`src/design/mfp_pkg.sv`:
```
// shared types and constants for the motor feedback frame parser
// no dependencies; used by the top level and the angle unwrap unit

package mfp_pkg;

  // configuration register indexes
  localparam logic [1:0] CFG_MOTOR_ID = 2'd0;
  localparam logic [1:0] CFG_INVERTED = 2'd1;
  localparam logic [1:0] CFG_TIMEOUT  = 2'd2;

  // item commands
  localparam logic [1:0] CMD_FRAME = 2'd0;
  localparam logic [1:0] CMD_TICK  = 2'd1;
  localparam logic [1:0] CMD_DRIVE = 2'd2;

  // reset values and fixed constants
  localparam logic [9:0]  BASE_ID          = 10'd513;
  localparam logic [15:0] TIMEOUT_RESET    = 16'd100;
  localparam int          UNWRAP_W         = 45;

  // drive clamp limits
  localparam logic signed [31:0] DRIVE_HI_LIM = 32'sd32767;
  localparam logic signed [31:0] DRIVE_LO_LIM = -32'sd32768;
  localparam logic [15:0]        DRIVE_HI     = 16'h7fff;
  localparam logic [15:0]        DRIVE_LO     = 16'h8000;

  // request into the angle unwrap unit
  typedef struct packed {
    logic        take;
    logic        inverted;
    logic [15:0] raw;
  } angle_req_t;

endpackage

```
`src/design/mfp_angle_unwrap.sv`:
```
// encoder reduction, mirroring and revolution tracking
// depends on mfp_pkg (angle_req_t, UNWRAP_W)

module mfp_angle_unwrap #(
  parameter int ANGLE_STEPS = 8192,
  parameter int TURN_BITS   = 32,
  localparam int AW         = $clog2(ANGLE_STEPS)
) (
  input  logic                           clk_i,
  input  logic                           rst_ni,
  input  mfp_pkg::angle_req_t            req_i,
  output logic [AW-1:0]                  angle_o,
  output logic [mfp_pkg::UNWRAP_W-1:0]   unwrapped_o
);

  localparam int UW = mfp_pkg::UNWRAP_W;
  // rounded-up inverse of ANGLE_STEPS, exact quotient for any 16-bit encoder
  localparam int          RS    = 16 + AW;
  localparam logic [17:0] RECIP =
    18'(((64'd1 << RS) + 64'(ANGLE_STEPS) - 64'd1) / 64'(ANGLE_STEPS));

  localparam logic [63:0] TURN_HALF = 64'd1 << (TURN_BITS - 1);
  localparam logic [63:0] STEPS_64  = 64'(ANGLE_STEPS);
  // accumulator values after the revolution counter wraps
  localparam logic [UW-1:0] ACC_AT_MIN = UW'(64'd0 - STEPS_64 * TURN_HALF);
  localparam logic [UW-1:0] ACC_AT_MAX = UW'(STEPS_64 * (TURN_HALF - 64'd1));
  localparam logic [UW-1:0] STEPS_UW   = UW'(ANGLE_STEPS);

  localparam logic [TURN_BITS-1:0] TURN_MAX = {1'b0, {(TURN_BITS - 1){1'b1}}};
  localparam logic [TURN_BITS-1:0] TURN_MIN = {1'b1, {(TURN_BITS - 1){1'b0}}};

  localparam logic signed [AW+1:0] HALF_S = (AW + 2)'(ANGLE_STEPS / 2);

  // reduction by reciprocal multiply, then one multiply back and a subtract
  function automatic logic [AW-1:0] reduce(input logic [15:0] enc);
    logic [33:0] prod;
    logic [16:0] quot;
    logic [16:0] back;
    prod = 34'(enc) * 34'(RECIP);
    quot = 17'(prod >> RS);
    back = quot * 17'(ANGLE_STEPS);
    return AW'({1'b0, enc} - back);
  endfunction

  logic [AW-1:0]        last_angle_q, last_angle_d;
  logic [TURN_BITS-1:0] turn_q, turn_d;
  logic [UW-1:0]        acc_q, acc_d;
  logic [UW-1:0]        unwrap_q, unwrap_d;
  logic [AW-1:0]        pos_red;
  logic [AW-1:0]        pos;
  logic signed [AW+1:0] diff;

  always_comb begin
    pos_red      = reduce(req_i.raw);
    pos          = req_i.inverted ? (AW'(ANGLE_STEPS - 1) - pos_red) : pos_red;
    diff         = $signed({2'b00, pos}) - $signed({2'b00, last_angle_q});
    last_angle_d = last_angle_q;
    turn_d       = turn_q;
    acc_d        = acc_q;
    if (req_i.take) begin
      last_angle_d = pos;
      if (diff < -HALF_S) begin
        turn_d = turn_q + TURN_BITS'(1);
        acc_d  = (turn_q == TURN_MAX) ? ACC_AT_MIN : acc_q + STEPS_UW;
      end else if (diff > HALF_S) begin
        turn_d = turn_q - TURN_BITS'(1);
        acc_d  = (turn_q == TURN_MIN) ? ACC_AT_MAX : acc_q - STEPS_UW;
      end
    end
    unwrap_d = UW'(last_angle_d) + acc_d;
  end

  always_ff @(posedge clk_i or negedge rst_ni) begin
    if (!rst_ni) begin
      last_angle_q <= '0;
      turn_q       <= '0;
      acc_q        <= '0;
      unwrap_q     <= '0;
    end else if (req_i.take) begin
      last_angle_q <= last_angle_d;
      turn_q       <= turn_d;
      acc_q        <= acc_d;
      unwrap_q     <= unwrap_d;
    end
  end

  assign angle_o     = last_angle_q;
  assign unwrapped_o = unwrap_q;

endmodule

```
`src/design/motor_feedback_frame_parser.sv`:
```
// motor feedback frame parser: top level with input register and result state
// depends on mfp_pkg and mfp_angle_unwrap
//
// an accepted item passes the input register, then the result register, to its result
// throughput: one item per cycle while the output is not stalled; results are the state registers themselves
// reset: asynchronous, active low; readings, drive, countdown and turn counter clear,
// registers return to motor id 513, not inverted, timeout 100

module motor_feedback_frame_parser #(
  parameter int ANGLE_STEPS = 8192,
  parameter int TURN_BITS   = 32
) (
  input  logic         clk_i,
  input  logic         rst_ni,
  // item input channel
  input  logic         in_valid_i,
  output logic         in_stall_o,
  input  logic [1:0]   command_i,
  input  logic [10:0]  frame_id_i,
  input  logic [55:0]  frame_bytes_i,
  input  logic signed [31:0] drive_request_i,
  // result output channel
  output logic         out_valid_o,
  input  logic         out_stall_i,
  output logic         frame_taken_o,
  output logic signed [15:0] speed_rpm_o,
  output logic signed [15:0] torque_value_o,
  output logic signed [7:0]  temperature_c_o,
  output logic [12:0]  angle_wrapped_o,
  output logic signed [44:0] angle_unwrapped_o,
  output logic         online_o,
  output logic signed [15:0] drive_value_o,
  output logic [1:0]   tx_slot_o,
  output logic [15:0]  tx_word_o,
  // configuration write channel
  input  logic         cfg_valid_i,
  output logic         cfg_ready_o,
  input  logic [1:0]   cfg_index_i,
  input  logic [15:0]  cfg_data_i
);

  localparam int AW = $clog2(ANGLE_STEPS);

  // configuration registers
  logic [9:0]  motor_id_q;
  logic        inverted_q;
  logic [15:0] timeout_q;

  // input register
  logic        in_valid_q;
  logic [1:0]  command_q;
  logic [10:0] frame_id_q;
  logic [55:0] frame_bytes_q;
  logic signed [31:0] drive_request_q;

  // result state
  logic        out_valid_q;
  logic        taken_q, taken_d;
  logic [15:0] speed_q, speed_d;
  logic [15:0] torque_q, torque_d;
  logic [7:0]  temp_q, temp_d;
  logic [15:0] drive_q, drive_d;
  logic [15:0] countdown_q, countdown_d;
  logic        running_q, running_d;

  logic        advance;
  logic        match;
  logic [15:0] spd_raw;
  logic [15:0] trq_raw;
  logic [15:0] clamped;

  mfp_pkg::angle_req_t angle_req;
  logic [AW-1:0]       angle;
  logic [44:0]         unwrapped;

  // item moves from the input register into the result state when the result slot frees
  assign advance    = in_valid_q && (!out_valid_q || !out_stall_i);
  assign in_stall_o = in_valid_q && !advance;
  assign cfg_ready_o = 1'b1;

  always_ff @(posedge clk_i or negedge rst_ni) begin
    if (!rst_ni) begin
      motor_id_q <= mfp_pkg::BASE_ID;
      inverted_q <= 1'b0;
      timeout_q  <= mfp_pkg::TIMEOUT_RESET;
    end else if (cfg_valid_i && cfg_ready_o) begin
      case (cfg_index_i)
        mfp_pkg::CFG_MOTOR_ID: motor_id_q <= cfg_data_i[9:0];
        mfp_pkg::CFG_INVERTED: inverted_q <= cfg_data_i[0];
        mfp_pkg::CFG_TIMEOUT:  timeout_q  <= cfg_data_i;
        default: ;  // writes past the register list are dropped
      endcase
    end
  end

  // input register: control bit reset, payload loads only on accept
  always_ff @(posedge clk_i or negedge rst_ni) begin
    if (!rst_ni) begin
      in_valid_q <= 1'b0;
    end else if (!in_stall_o) begin
      in_valid_q <= in_valid_i;
    end
  end

  always_ff @(posedge clk_i) begin
    if (in_valid_i && !in_stall_o) begin
      command_q       <= command_i;
      frame_id_q      <= frame_id_i;
      frame_bytes_q   <= frame_bytes_i;
      drive_request_q <= drive_request_i;
    end
  end

  assign match   = (command_q == mfp_pkg::CMD_FRAME) && (frame_id_q == {1'b0, motor_id_q});
  // big-endian fields: encoder in bytes 0-1, speed 2-3, torque 4-5, temperature 6
  assign spd_raw = frame_bytes_q[39:24];
  assign trq_raw = frame_bytes_q[23:8];

  // clamp the drive request to the 16-bit signed range
  always_comb begin
    if (drive_request_q < mfp_pkg::DRIVE_LO_LIM) begin
      clamped = mfp_pkg::DRIVE_LO;
    end else if (drive_request_q > mfp_pkg::DRIVE_HI_LIM) begin
      clamped = mfp_pkg::DRIVE_HI;
    end else begin
      clamped = drive_request_q[15:0];
    end
  end

  always_comb begin
    taken_d     = 1'b0;
    speed_d     = speed_q;
    torque_d    = torque_q;
    temp_d      = temp_q;
    drive_d     = drive_q;
    countdown_d = countdown_q;
    running_d   = running_q;
    case (command_q)
      mfp_pkg::CMD_FRAME: begin
        if (match) begin
          taken_d     = 1'b1;
          speed_d     = inverted_q ? (16'd0 - spd_raw) : spd_raw;
          torque_d    = inverted_q ? (16'd0 - trq_raw) : trq_raw;
          temp_d      = frame_bytes_q[7:0];
          countdown_d = timeout_q;
          running_d   = 1'b1;
        end
      end
      mfp_pkg::CMD_TICK: begin
        // countdown stops at zero; a stopped timer ignores ticks
        if (running_q && (countdown_q != '0)) begin
          countdown_d = countdown_q - 16'd1;
        end
      end
      mfp_pkg::CMD_DRIVE: begin
        drive_d = inverted_q ? (16'd0 - clamped) : clamped;
      end
      default: ;  // unused command leaves the state alone
    endcase
  end

  always_ff @(posedge clk_i or negedge rst_ni) begin
    if (!rst_ni) begin
      out_valid_q <= 1'b0;
      taken_q     <= 1'b0;
      speed_q     <= '0;
      torque_q    <= '0;
      temp_q      <= '0;
      drive_q     <= '0;
      countdown_q <= '0;
      running_q   <= 1'b0;
    end else begin
      if (advance) begin
        out_valid_q <= 1'b1;
        taken_q     <= taken_d;
        speed_q     <= speed_d;
        torque_q    <= torque_d;
        temp_q      <= temp_d;
        drive_q     <= drive_d;
        countdown_q <= countdown_d;
        running_q   <= running_d;
      end else if (!out_stall_i) begin
        out_valid_q <= 1'b0;
      end
    end
  end

  // encoder path updates on the same edge as the rest of the frame state
  assign angle_req.take     = advance && match;
  assign angle_req.inverted = inverted_q;
  assign angle_req.raw      = frame_bytes_q[55:40];

  mfp_angle_unwrap #(
    .ANGLE_STEPS (ANGLE_STEPS),
    .TURN_BITS   (TURN_BITS)
  ) u_unwrap (
    .clk_i       (clk_i),
    .rst_ni      (rst_ni),
    .req_i       (angle_req),
    .angle_o     (angle),
    .unwrapped_o (unwrapped)
  );

  // results read straight from the state; it only moves when the slot is free
  assign out_valid_o       = out_valid_q;
  assign frame_taken_o     = taken_q;
  assign speed_rpm_o       = speed_q;
  assign torque_value_o    = torque_q;
  assign temperature_c_o   = temp_q;
  assign angle_wrapped_o   = 13'(angle);
  assign angle_unwrapped_o = unwrapped;
  assign online_o          = running_q && (countdown_q != '0);
  assign drive_value_o     = drive_q;
  // transmit word slot from the id offset
  assign tx_slot_o         = 2'(motor_id_q - mfp_pkg::BASE_ID);
  assign tx_word_o         = drive_q;

endmodule

```
`config.mk`:
```
export PLATFORM = sky130hd
export DESIGN_NAME = motor_feedback_frame_parser
export DESIGN_NICKNAME = d
export VERILOG_FILES = /design/src/design/mfp_pkg.sv /design/src/design/mfp_angle_unwrap.sv /design/src/design/motor_feedback_frame_parser.sv
export SDC_FILE = /design/constraint.sdc
export NUM_CORES = 1
export LEC_CHECK = 0
export BUFFER_PORTS_ARGS = -buffer_cell sky130_fd_sc_hd__buf_4
export CAP_MARGIN = 0
export CELL_PAD_IN_SITES_DETAIL_PLACEMENT = 1
export CELL_PAD_IN_SITES_GLOBAL_PLACEMENT = 1
export CORE_ASPECT_RATIO = 1.1
export CORE_UTILIZATION = 30
export CTS_CLUSTER_SIZE = 8
export DETAILED_ROUTE_END_ITERATION = 7
export HOLD_SLACK_MARGIN = 0.15
export PLACE_DENSITY = 0.62
export SKIP_CTS_REPAIR_TIMING = 1
export SYNTH_ARGS = -nofsm -noshare
export SYNTH_HDL_FRONTEND = slang
export SYNTH_SLANG_ARGS = --single-unit
```
`constraint.sdc`:
```
create_clock -name clk_i -period 16.2 [get_ports clk_i]
set_input_delay 4.05 -clock clk_i [delete_from_list [all_inputs] [get_ports clk_i]]
set_output_delay 4.05 -clock clk_i [all_outputs]
set_load 0.01 [all_outputs]
```
-- Word level (Yosys, flattened, before mapping)
Index checks and enable logic that the tools add are counted.
- add/subtract/negate cells: 13
- magnitude comparators: 4
- eq/ne operators: 10
- multiplexer cells: 21
- reduce and logical (&&, ||, !) cells: 23
- operator list (kind ; number):
    $mux W45 ; 5
    $mux W16 ; 7
    $mux W32 ; 2
    $sub A1 B16 Y16 const A ; 3
    $add A13 B45 Y45 ; 1
    $add A45 B14 Y45 const B ; 1
    $sub A45 B14 Y45 const B ; 1
    $add A32 B1 Y32 const B ; 1
    $eq A32 B31 Y1 const B ; 1
    $eq A32 B32 Y1 const B ; 1
    $gt A32 B16 Y1 const B ; 1
    $lt A32 B16 Y1 const B ; 1
    $pmux W16 S2 ; 1
    $sub A32 B1 Y32 const B ; 1
    $mux W13 ; 2
    $reduce_bool A16 Y1 ; 1
    $sub A16 B1 Y16 const B ; 1
    $gt A15 B14 Y1 const B ; 1
    $lt A15 B13 Y1 const B ; 1
    $sub A13 B13 Y14 ; 1
    $sub A13 B1 Y13 const B ; 1
    $sub A13 B13 Y13 const A ; 1
    $eq A11 B10 Y1 ; 1
    $reduce_and A2 Y1 ; 5
    other kinds (13) ; 29
- register bits: 336
- input bits: 124
- output and inout bits: 137
- word-level logic and storage cells: 91

-- Depth between registers and ports, before layout
- depth after elaboration: 9
- gate-level depth with buffers: 37
- mapped depth without buffers: 31

-- Modules after synthesis
Synthesis repeated with hierarchy kept, for this count alone.
- cells, all modules: 2077
- area, all modules: 20100.5 um2
- by module, submodules not included (module ; instances ; cells each ; area an instance (um2) ; seq. area each (um2)):
    mfp_angle_unwrap ; 1 ; 1346 ; 11235.8 ; 3378.2
    motor_feedback_frame_parser ; 1 ; 731 ; 8864.8 ; 5616.6

-- Least setup slack after synthesis
Ideal clock, no wire load.
- path kind: input to register
- start point: in out_stall_i
- end point: reg u_unwrap.unwrap_q[44] (netlist: u_unwrap.unwrapped_o[44])
- library setup time: 0.136 ns
- data arrival time: 8.168 ns
- data required time: 16.064 ns
- setup slack: 7.896 ns
- stages: 26
- buffers on the path: 3
- cell sequence: nand2_1 nand2_1 nor2_1 nand4_1 clkbuf_1 clkbuf_1 clkbuf_1 nand2_1 o21ai_0 ha_1 inv_1 fa_1 inv_1 a21oi_1 o21bai_1 a31oi_1 a21oi_1 and4_1 o31a_1 o21ai_0 nor2b_1 nor3_2 nand3_4 nor4b_2 xor2_1 a21oi_1
- word-level cells in the longest chain between the ends: 6
- elaborated cells between the ends (all ways): 7
- those cells by class: 1 x add/sub; 2 x mux; 4 x reduce/logical
- RTL lines (what ; line ; source):
    start, declared ; motor_feedback_frame_parser.sv:24 ; input logic out_stall_i,
    $logic_not A1 Y1 ; - ;
    $logic_or A1 B1 Y1 ; motor_feedback_frame_parser.sv:77 ; assign advance = in_valid_q && (!out_valid_q || !out_stall_i);
    $logic_and A1 B1 Y1 ; motor_feedback_frame_parser.sv:77 ;
    $logic_and A1 B1 Y1 ; motor_feedback_frame_parser.sv:189 ; assign angle_req.take = advance && match;
    $mux W13 ; mfp_angle_unwrap.sv:60 ; if (req_i.take) begin
    via u_unwrap.last_angle_d[0] ; mfp_angle_unwrap.sv:45 ; logic [AW-1:0] last_angle_q, last_angle_d;
    $add A13 B45 Y45 ; mfp_angle_unwrap.sv:70 ; unwrap_d = UW'(last_angle_d) + acc_d;
    end signal, assigned ; mfp_angle_unwrap.sv:83 ; unwrap_q <= unwrap_d;
    end, declared ; mfp_angle_unwrap.sv:48 ; logic [UW-1:0] unwrap_q, unwrap_d;
The timed path passes the listed nets, and every way through them passes these cells.
A chain may end at the register's enable or synchronous reset.

-- Worst setup path after layout
- start point: reg inverted_q
- end point: reg u_unwrap.unwrap_q[37] (netlist: u_unwrap.unwrapped_o[37])
- word-level cells in the longest chain between the ends: 7
- elaborated cells between the ends (all ways): 9
- those cells by class: 2 x add/sub; 2 x order compare; 5 x mux
- RTL lines (what ; line ; source):
    start, declared ; motor_feedback_frame_parser.sv:46 ; logic inverted_q;
    start signal, assigned ; motor_feedback_frame_parser.sv:89 ; mfp_pkg::CFG_INVERTED: inverted_q <= cfg_data_i[0];
    $mux W13 (*) ; mfp_angle_unwrap.sv:55 ; pos = req_i.inverted ? (AW'(ANGLE_STEPS - 1) - pos_red) : pos_red;
    $sub A13 B13 Y14 (*) ; mfp_angle_unwrap.sv:56 ; diff = $signed({2'b00, pos}) - $signed({2'b00, last_angle_q});
    $gt A15 B14 Y1 ; mfp_angle_unwrap.sv:65 ; end else if (diff > HALF_S) begin
    $mux W45 ; mfp_angle_unwrap.sv:65 ;
    $mux W45 (*) ; mfp_angle_unwrap.sv:62 ; if (diff < -HALF_S) begin
    $mux W45 (*) ; mfp_angle_unwrap.sv:60 ;
    via u_unwrap.acc_d[1] ; mfp_angle_unwrap.sv:47 ; logic [UW-1:0] acc_q, acc_d;
    $add A13 B45 Y45 (*) ; mfp_angle_unwrap.sv:70 ;
The timed path passes the listed nets; every way through them passes the cells marked *.

==> metrics.csv <==
stage,metric,value,unit
yosys,Area contributors post-synth,"dfrtp_1 30%, edfxtp_1 15%, o21ai_0 6.2%, nand2_1 5.5%, ha_1 4.0%",
power,Final Power,2399,µW
sta,setup TNS,0,ps
hold_path,HP Class,reg2reg,
sta,Worst Skew,24.76,ps
power,LEAKAGE,0.01006,µW
yosys,Synth cell types,93,
outcome,status,finished clean,
grt,initial antenna violation count,3,
yosys,Synthesized Nets,2260,
route,DR iter-0 viols,698,
yosys,"Seq/Total Area, Yosys",46.07,%
yosys,post-synth top area share,30.17,%
yosys,ys flop type,dfrtp_1,
cts,Clock Latency Late Sink,590,ps
grt,gr usage total,18.52,%
finish,Final Net Count,2472,
placed_design,HPWL after detailed placement,43.95,mm
sta,crit share post-route,56.10,%
route,vias after detailed routing,16400,
grt,pin count of the biggest net entering global routing,165,
critical_path,worst path arrival time,9530,ps
finish,"Area growth, synth to finish",21.25,%
critical_path,"most used cell, CP",a21oi_1,
job,Max Cap Violations,0,
yosys,"Avg Cell Area, Syn",9.333,µm²
critical_path,CP Class,reg2reg,
cts,Clock Path Buffers,3,
power,switching power,701.1,µW
floorplanning,height of the die,268.2,µm
power,clock network fraction of total power,40.6,%
floorplanning,core area,63720,µm²
yosys,Async SR Flop Fraction,70.83,%
critical_path,Startpoint Class,register,
cts,clock tree sinks,336,
critical_path,Reg2Reg Depth,29,
power,Worst VDD drop,0.07191,mV
critical_path,delay of the slowest cell on the worst path,680,ps
route,Detailed Routing Iterations Pass 1,4,
grt,final global-route overflow total,0,
critical_path,CP max FO,56,
power,Int Pwr,1698,µW
power,sw frac,29.22,%
sta,Finish-stage setup viols,0,
critical_path,crit path to,u_unwrap.unwrapped_o[37]$_DFFE_PN0P_,
placed_design,placer congestion estimate,0.8567,
cts,H-tree level count,2,
sta,Fmax achieved,110.0,MHz
critical_path,crit end category,register,
finish,share of layout cells above drive strength 1,17.59,%
grt,first-pass GRT wire length,96.63,mm
yosys,Syn Inst Count,2071,
floorplanning,Die Wd,244.0,µm
critical_path,"setup slack, reg-to-reg",7110,ps
yosys,synth warn,0,
sta,Slew Limit Fails,0,
yosys,top-count cell post-synth,nand2_1,
route,DR WL/cell,19.16,µm
floorplanning,initial core utilization,30.33,%
critical_path,Setup crit start,inverted_q$_DFFE_PN0P_,
yosys,"EDFF count, synth",98,
route,drt via density,5.190,
yosys,Seq cells post-synth,336,
finish,# diodes,0,
sta,endpoints failing hold,0,
sta,worst-margin pin slew,1290,ps
floorplanning,io pins,261,
cts,CTS Buf Count,49,
cts,TritonCTS clock tree,done,
power,Gate power share,18.3,%
floorplanning,die area,65450,µm²
hold_path,Worst Hold Launch,frame_bytes_q[4]$_DFFE_PP_,
route,Residual DRC,0,
yosys,synth cell count leaders,"283 x nand2_1, 241 x o21ai_0, 233 x dfrtp_1",
route,routed wire length,60.54,mm
floorplanning,# rows,97,
placed_design,Buffers on Ports,256,
critical_path,critical path data required time,16650,ps
sta,Period minus WS final,9089,ps
critical_path,Critical R2R Capture,u_unwrap.unwrapped_o[37]$_DFFE_PN0P_,
sta,RSZ-0062 raised after global routing,false,
cts,"Clk pin slew, worst setup/hold paths",50,ps
power,Flop pwr share,41.1,%
cts,clk root buf,clkbuf_16,
yosys,Synth area leader,dfrtp_1,
grt,vias in the first global route,17370,
route,Final ANT Viol Nets,0,
yosys,Post-Syn Area,19330,µm²
sta,worst rel slew slack,13.45,%
power,PwrDens,102.4,nW/µm²
critical_path,CP max-delay cell,a21oi_1,
critical_path,worst reg2reg path startpoint,inverted_q$_DFFE_PN0P_,
-- per-stage QoR --
stage	cell area (µm²)	hold slack (ps)	setup slack, ps	instances	util, %
floorplan	19330	421.8	7896	2071	-
global placement	21990	426.6	6535	3073	34.52
detailed placement	21990	433.9	6505	3073	34.52
CTS	23440	445.3	7059	3160	36.78
global route	23440	479.8	6358	3160	36.78
finish	23440	439.3	7111	3160	36.78
-- worst max-delay path: cells and delay by family (launching register included) --
family / cells / cell delay (ps)
AO/OA/AOI/OAI: 14 / 4150
XOR/XNOR: 2 / 390
adder cells (fa/ha/maj): 3 / 970
buffers and inverters: 3 / 1240
flip-flops: 1 / 340
AND/OR/NAND/NOR: 7 / 1750
-- placed cells by master, fill, tap and decap left out, types with 24 or more instances in the layout --
cell	count
nand2_1	283
buf_4	278
o21ai_0	240
dfrtp_1	232
nor2_1	132
a21oi_1	110
edfxtp_1	98
xnor2_1	88
inv_1	70
xor2_1	68
ha_1	62
nor3_1	50
clkbuf_16	49
nand3_1	39
nand4_1	35
and2_1	34
clkbuf_1	31
mux2_2	28
or3_1	24
-- final cells by class --
type	count	area (µm²)
Clock inverter	3	45.04
Sequential cell	336	8906
Clock buffer	84	1398
Inverter	73	274.0
Fill cell	7358	40280
Multi-Input combinational cell	1543	9639
Timing Repair Buffer	280	2122
Tap cell	841	1052
-- power groups by stage --
stage	clock [µW]	sequential (µW)	combinational (µW)
after detailed placement	0	1000	442
after CTS	1010	987	445
after floorplan	0	991	292
after global routing	1040	994	488
final	974	987	439
after global placement	0	998	426
-- how the worst min path moves through the flow --
| stage | depth (start not counted) | slack, ps | endpoint |
|---|---|---|---|
| after global placement | 2 | 430 | temperature_c_o[2]$_DFFE_PN0P_ |
| after global routing | 2 | 480 | temperature_c_o[4]$_DFFE_PN0P_ |
| after CTS | 2 | 450 | temperature_c_o[4]$_DFFE_PN0P_ |
| after floorplan | 2 | 420 | temperature_c_o[0]$_DFFE_PN0P_ |
| final | 2 | 440 | temperature_c_o[4]$_DFFE_PN0P_ |
| after detailed placement | 2 | 430 | temperature_c_o[4]$_DFFE_PN0P_ |
-- cell families (layout without fill, tap and decap cells) --
family	Yosys count	in the layout	share of synthesized area (%)
compound gates	557	557	17.78
xor+xnor	156	156	7.069
simple gates	729	729	18.52
flops	336	336	46.07
fa+ha+maj	65	65	4.324
mux	35	35	1.994
other cells	1	1	0.01940
buf+inv	192	440	4.227
-- sequential cells by signal (all words and copies together), names as in the netlist, 2 cells and up --
name / cells
drive_request_q: 32
motor_id_q: 10
countdown_q: 16
u_unwrap.angle_o: 13
command_q: 2
u_unwrap.acc_q: 45
speed_rpm_o: 16
frame_id_q: 11
timeout_q: 16
torque_value_o: 16
temperature_c_o: 8
drive_value_o: 16
u_unwrap.unwrapped_o: 45
u_unwrap.turn_q: 32
frame_bytes_q: 53
-- layer usage --
metal  wire (µm)  track usage, %  share of wire (%)  up-vias
met5          44               0              0.073        -
met4        1928           6.554                3.2        6
met3        4072           5.143                6.7      121
met2       29350           31.71                 48      372
met1       25140           22.19                 42     8064
li1            -               -                  -     7836
(Power assumes the default switching activity.)
